**config.mk**
```make
export PLATFORM = sky130hd
export DESIGN_NAME = krlt_cell
export DESIGN_NICKNAME = d
export VERILOG_FILES = /design/src/rtl/krlt_pkg.sv /design/src/rtl/krlt_cell.sv
export SDC_FILE = /design/constraint.sdc
export NUM_CORES = 1
export LEC_CHECK = 0
export ABC_CLOCK_PERIOD_IN_PS = 28300
export BUFFER_PORTS_ARGS = -buffer_cell sky130_fd_sc_hd__buf_2
export CAP_MARGIN = 40
export CELL_PAD_IN_SITES_DETAIL_PLACEMENT = 0
export CELL_PAD_IN_SITES_GLOBAL_PLACEMENT = 2
export CORE_AREA = 2 2 404 406
export DETAILED_ROUTE_END_ITERATION = 8
export DIE_AREA = 0 0 406 408
export GPL_ROUTABILITY_DRIVEN = 1
export PLACE_DENSITY = 0.47
export RECOVER_POWER = 100
export SYNTH_ARGS = -nofsm -noshare
export SYNTH_HDL_FRONTEND = slang
export SYNTH_SLANG_ARGS = --single-unit
```
**constraint.sdc**
```tcl
create_clock -name aclk -period 28.3 [get_ports aclk]
set_clock_uncertainty 0.2 [all_clocks]
set_input_delay 4.245 -clock aclk [delete_from_list [all_inputs] [get_ports aclk]]
set_output_delay 4.245 -clock aclk [all_outputs]
set_load 0.005 [all_outputs]
```
**src/rtl/krlt_pkg.sv**
```systemverilog
`default_nettype none

package krlt_pkg;

    localparam int DEFAULT_TABLE_DEPTH = 64;

    localparam logic OP_INSERT = 1'b0;
    localparam logic OP_LOOKUP = 1'b1;

    localparam int CFG_INDEX_W = 2;
    localparam logic [CFG_INDEX_W-1:0] CFG_MISS_VALUE = 2'd0;
    localparam logic [CFG_INDEX_W-1:0] CFG_DATE_MODE  = 2'd1;
    localparam logic [CFG_INDEX_W-1:0] CFG_MAX_DAY    = 2'd2;

    localparam logic [31:0] MAX_DAY_RESET = 32'd65535;
    localparam logic [63:0] INT64_MAX_C = {1'b0, {63{1'b1}}};
    localparam logic [63:0] INT64_MIN_C = {1'b1, {63{1'b0}}};

    // one table entry; low and high are signed two's complement
    typedef struct packed {
        logic [63:0] key;
        logic [63:0] low;
        logic [63:0] high;
        logic [63:0] data;
    } entry_t;

    // lookup token travelling down the cell row
    typedef struct packed {
        logic        tok;
        logic        found;
        logic [63:0] value;
    } probe_t;

endpackage

`default_nettype wire

```
**src/rtl/krlt_cell.sv**
```systemverilog
`default_nettype none

module krlt_cell
    import krlt_pkg::*;
(
    input  wire logic        aclk,
    input  wire logic        aresetn,
    // insert side
    input  wire logic        ins_en,
    input  wire entry_t      new_ent,
    input  wire entry_t      prev_ent,
    input  wire logic        prev_valid,
    input  wire logic        prev_place,
    output entry_t           ent,
    output logic             valid,
    output logic             place,
    // lookup side
    input  wire logic [63:0] q_key,
    input  wire logic [63:0] q_point,
    input  wire probe_t      probe_in,
    output probe_t           probe_out
);

    entry_t      ent_reg;
    logic        valid_reg;
    logic        tok_reg;
    logic        found_reg;
    logic [63:0] value_reg;
    logic        less;
    logic        match;

    // stored (low, high) sorts strictly before the new entry
    always_comb begin
        less = ($signed(ent_reg.low) < $signed(new_ent.low)) ||
               ((ent_reg.low == new_ent.low) &&
                ($signed(ent_reg.high) < $signed(new_ent.high)));
        place = !valid_reg || !less;
        match = valid_reg && (ent_reg.key == q_key) &&
                ($signed(ent_reg.low) <= $signed(q_point)) &&
                ($signed(q_point) <= $signed(ent_reg.high));
    end

    // control
    always_ff @(posedge aclk) begin
        if (!aresetn) begin
            valid_reg <= 1'b0;
            tok_reg   <= 1'b0;
        end else begin
            tok_reg <= probe_in.tok;
            if (ins_en) begin
                if (prev_place) begin
                    valid_reg <= prev_valid;
                end else if (place) begin
                    valid_reg <= 1'b1;
                end
            end
        end
    end

    // payload
    always_ff @(posedge aclk) begin
        if (ins_en) begin
            if (prev_place) begin
                ent_reg <= prev_ent;
            end else if (place) begin
                ent_reg <= new_ent;
            end
        end
        // first match along the row wins
        found_reg <= probe_in.found || match;
        if (!probe_in.found && match) begin
            value_reg <= ent_reg.data;
        end else begin
            value_reg <= probe_in.value;
        end
    end

    assign ent       = ent_reg;
    assign valid     = valid_reg;
    assign probe_out = {tok_reg, found_reg, value_reg};

endmodule

`default_nettype wire

```
==> results of run 1 <==
worst max-delay path, stage by stage:
cell	delay [ns]
clkbuf_1	1.70
clkbuf_1	4.92
clkbuf_1	2.19
o21ai_0	0.46
layout make-up:
type / instances / area, um2 / share of cell area, %
clock inverters: 18 / 198 / 0.686
clock buffers: 73 / 1370 / 4.74
repair buffers: 1052 / 4930 / 17.1
inverters: 276 / 1040 / 3.59
multi-input cells: 1188 / 9490 / 32.9
well taps: 2175 / 2720 / 9.44
flip-flops and latches: 323 / 9030 / 31.3
diodes: 20 / 50.0 / 0.174
cell families after synthesis:
family | share of synthesized area [%]
buffers and inverters | 6.71
multiplexers | 12.2
AO/OA/AOI/OAI | 10.3
XOR/XNOR | 2.22
adder cells (fa/ha/maj) | 15.9
AND/OR/NAND/NOR | 7.78
flip-flops | 44.9
per-layer routing:
metal,up-vias,track usage (%),share of wire [%]
met2,687,23.2,46
met5,-,0,0.20
li1,8752,-,-
met1,8519,18.3,44
met3,181,3.89,7.1
met4,40,4.01,2.5
cells in the final DEF (no fill, tap or decap), types with 4 or more instances in the layout:
cell type / count
and4_1: 6
a221oi_1: 7
diode_2: 20
nor2b_1: 6
a21oi_1: 92
a21o_1: 48
ha_1: 255
xnor2_1: 37
o22ai_1: 6
clkinv_2: 7
a211oi_1: 7
edfxtp_1: 256
o21ai_0: 163
nand4_1: 62
xor2_1: 14
nor4_1: 13
buf_2: 776
nand2_1: 175
mux2_1: 88
nor3_1: 12
inv_1: 275
mux2_2: 106
clkinv_1: 4
o211ai_1: 7
clkbuf_16: 50
dfxtp_1: 67
nand3_1: 15
nor2_1: 24
clkbuf_1: 294
power by group through the flow:
stage / Clock (mW) / Sequential [mW] / Combinational (mW)
CTS: 0.652 / 0.653 / 0.403
global placement: 0 / 0.663 / 0.400
detailed placement: 0 / 0.662 / 0.400
floorplan: 0 / 0.663 / 0.176
global route: 0.660 / 0.663 / 0.424
finish: 0.622 / 0.655 / 0.373
Yosys cell counts, drive strengths merged (8+ instances only):
library cell | number | share of area [%]
nand3 | 15 | 0.37
nand4 | 62 | 1.9
nor3 | 12 | 0.30
xnor2 | 37 | 1.6
a21oi | 93 | 2.3
nor4 | 15 | 0.53
ha | 255 | 16
buf | 10 | 0.79
xor2 | 14 | 0.61
a21o | 48 | 1.8
dfxtp | 67 | 6.7
mux2 | 196 | 12
edfxtp | 256 | 38
nor2 | 24 | 0.45
nand2 | 175 | 3.3
inv | 275 | 5.1
clkbuf | 41 | 0.77
o21ai | 164 | 4.1
a221oi | 8 | 0.38
final timing paths:
check / start / endpoint / slack, ns
max: prev_place / ent[69] / 14.32
min: ent[37] / value_reg[37] / 0.28
max reg2reg: ent[65] / ent[116] / 18.08
min reg2reg: ent[37] / value_reg[37] / 0.28
==> run summary, run 1 <==
Synth-to-Final Area Change -> 43.3%
Final WL -> 122000 um
Max-cap violations -> 13
Final setup fails -> 0
Global-route wire length before repair -> 161000 um
Switching power -> 545 uW
Syn_nets -> 2804
Power per Cell Area -> 57.2 nW/um2
DIE AREA -> 166000 um2
Wire per inst -> 23.8 um
Peak supply drop -> 0.0000395 V
Min Tclk post-route -> 13.98 ns
Placed Cells -> 5014
H-tree levels -> 2
Via density -> 3.55
Port buffer count -> 1034
TNS Setup -> 0 ns
Endpoints failing hold -> 0
Die height -> 408 um
Worst Hold Class -> register to register
Fin nets -> 3856
Final Core Density -> 17.8%
Dpl hpwl -> 105000 um
Final Slew Violations -> 688
YS warnings -> 0
GRT overflow -> 0
Crit path arrival time -> 14.01 ns
Post-synthesis average cell area -> 10.9 um2
#FFs+latches synth -> 323
Failing checks -> capacitance limit, slew limit
Placed cell areas -> 27900 um2
Proportion of synthesized chip area in sequential cells -> 44.9%
CTS Hold Bufs -> 0
DR DRC count -> 0
Setup Slack @ Placement -> 15.90 ns
Kind of critical path -> input port to register
Synth cell types -> 55
Synthesized instance count -> 1838
Hold depth -> 1
Fillers -> 18400
WP data required -> 28.32 ns
Post-CTS Setup Repair Bufs -> 0
EDFF count, synth -> 256
Number of global-route vias before repair -> 19100
Final Hold Slack -> 0.283 ns
Slew margin rel. -> -388%
Die W -> 406 um
Initial antenna violation count -> 78
Fin area -> 28800 um2
Startpoint types -> input port
Placeable Area -> 162000 um2
CTS Buffer Depth -> 3
Final ANT Viol Nets -> 0
FF-to-FF path depth -> 14
Post-CTS resize count -> 0
CTS clk-pin slew, worst paths -> 0.05 ns
Register share of total power -> 39.7%
Share of layout cells above drive strength 1 -> 32.8%
Leakage -> 13.0 nW
Drt pass-1 iters -> 6
Synthesized area -> 20100 um2
Max reg flops -> 256
Starting DRC count in detailed routing -> 832
Global Route Usage Sum -> 14.2%
Final cell count without fillers -> 5125
Status -> complete, but fails checks
Crit Path Max Fanout -> 124
Root buffer cell -> clkbuf_16
Slew @ Worst Pin -> 7.33 ns
Sw frac -> 33.0%
Clock latency on the worst-skew pair -> 0.63 ns
DR vias -> 18200
# rows -> 148
Max Clk Rate -> 71.5 MHz
Clk network pwr share -> 37.7%
Fin crit share -> 49.4%
Combinational share of power -> 22.6%
Initial Util -> 12.4%
Ys flop type -> edfxtp_1
I/O pins -> 1035
CTS buffer count -> 49
CTS tree -> built
RSZ-0062 raised after global routing -> false
Gpl congestion -> 0.844
Final Power -> 1.65 mW
Final WS setup -> 14.32 ns
Post-synth ARST share -> 0%
Crit end category -> register
Largest net degree at the start of global routing -> 125
# clock sinks -> 323
P_int -> 1.10 mW
Note: power is estimated with default switching activity, not from simulation.
==> inputs of run 2 (changes only) <==
ABC_CLOCK_PERIOD_IN_PS = 11400   (was 28300)
PLACE_DENSITY = 0.48   (was 0.47)
clock period = 11.4 ns   (was 28.3 ns; I/O delays follow)
==> run summary, run 2 (synthesized netlist as in run 1, its figures left out) <==
Initial antenna violation count -> 92
Share of layout cells above drive strength 1 -> 33.1%
Hold depth -> 1
RR Endpoint -> value_reg[1]
Peak supply drop -> 0.000103 V
DR vias -> 18400
Slew @ Worst Pin -> 3.19 ns
DR DRC count -> 0
Final Slew Violations -> 290
Synth-to-Final Area Change -> 43.2%
Fin crit share -> 69.4%
DIE AREA -> 166000 um2
CTS tree -> built
Root buffer cell -> clkbuf_16
Die height -> 408 um
Max Clk Rate -> 126 MHz
CTS Hold Bufs -> 0
Drt pass-1 iters -> 5
Max-cap violations -> 6
Placed Cells -> 5015
Gpl congestion -> 0.872
Leakage -> 13.0 nW
Status -> complete, but fails checks
Startpoint types -> input port
Max reg flops -> 256
FF-to-FF path depth -> 11
Crit Path Max Fanout -> 45
Final WS setup -> 3.48 ns
Post-CTS resize count -> 0
Global Route Usage Sum -> 14.4%
Most common cell after layout, fill and taps aside -> buf_2
Min Tclk post-route -> 7.92 ns
Fillers -> 18400
Slew margin rel. -> -113%
Die W -> 406 um
Kind of critical path -> input port to register
Largest net degree at the start of global routing -> 133
# clock sinks -> 323
WP data required -> 11.70 ns
Hold Crit Start -> ent[33]
Endpoint, Worst Hold -> value_reg[33]
Via density -> 3.59
Endpoints failing hold -> 0
CTS Buffer Depth -> 3
Dpl hpwl -> 107000 um
Final Core Density -> 17.8%
Fin area -> 28800 um2
Final ANT Viol Nets -> 0
RSZ-0062 raised after global routing -> false
Setup Slack @ Placement -> 4.06 ns
Starting DRC count in detailed routing -> 954
Global-route wire length before repair -> 163000 um
Final Power -> 3.99 mW
Reg-to-reg startpoint -> ent[150]
TNS Setup -> 0 ns
Worst Hold Class -> register to register
CTS clk-pin slew, worst paths -> 0.06 ns
Final cell count without fillers -> 5117
Fin nets -> 3855
# rows -> 148
Initial Util -> 12.4%
Final WL -> 123000 um
Port buffer count -> 1034
Final setup fails -> 0
Failing checks -> capacitance limit, slew limit
Clock latency on the worst-skew pair -> 0.62 ns
H-tree levels -> 2
CTS buffer count -> 47
Most frequent cells in the layout -> buf_2 (772), clkbuf_1 (285), inv_1 (275)
Placed cell areas -> 27900 um2
R2R Setup Slk -> 4.20 ns
Crit path arrival time -> 8.22 ns
Final Hold Slack -> 0.291 ns
Post-CTS Setup Repair Bufs -> 0
Placeable Area -> 162000 um2
I/O pins -> 1035
GRT overflow -> 0
Crit end category -> register
Power per Cell Area -> 138 nW/um2
Number of global-route vias before repair -> 19200
Wire per inst -> 24.1 um
==> run 2: cell count changes in the layout (fill, tap and decap cells not counted), sizes merged <==
cell / before / now
diode: 20 / 18
buf: 778 / 781
inv: 276 / 278
clkbuf: 347 / 339
bufinv: 3 / 0
==> run 2: how the worst max path moves through the flow <==
stage          cells after the start  slack (ns)            to    startpoint
2_1_floorplan                     11        1.08        ent[0]  new_ent[107]
3_3_place_gp                      12        3.51         place   new_ent[67]
3_5_place_dp                      13        4.06         place  new_ent[159]
4_1_cts                           13        4.03         place  new_ent[157]
5_1_grt                           14        2.79  value_reg[2]   q_point[19]
6_report                          14        3.48  value_reg[1]   q_point[19]
==> run 2: worst max-delay path, stage by stage <==
cell      delay (ns)
clkbuf_1        0.11
inv_1           0.06
ha_1            0.29
a21oi_1         0.14
o21ai_0         0.13
a221oi_1        0.58
o221ai_1        0.22
a21oi_1         0.44
o211ai_1        0.15
mux2_1          0.44
nand4b_1        1.09
clkbuf_1        0.32
clkbuf_1        1.97
mux2_2          0.47
==> run 2: cell type report <==
| cell class | instances | area, um2 | area share [%] |
|---|---|---|---|
| multi-input combinational | 1188 | 9510 | 33.1 |
| clock inverter | 17 | 113 | 0.391 |
| clock buffer | 67 | 1320 | 4.59 |
| inverter | 276 | 1040 | 3.60 |
| antenna | 18 | 45.0 | 0.156 |
| timing repair buffer | 1053 | 5010 | 17.4 |
| sequential | 323 | 9030 | 31.4 |
| tap | 2175 | 2720 | 9.45 |
==> run 2: layer usage <==
layer / GRT usage (%) / vias up / share of wire (%)
met5: 0 / - / 0.23
met4: 2.43 / 44 / 1.7
met3: 4.33 / 178 / 7.9
met2: 23.9 / 716 / 47
met1: 18.4 / 8683 / 44
li1: - / 8744 / -
==> run 2: report_power, final <==
| part | internal, mW | switching, mW |
|---|---|---|
| combinational | 0.383 | 0.539 |
| sequential | 1.45 | 0.166 |
| clock | 0.806 | 0.637 |
| total | 2.64 | 1.34 |
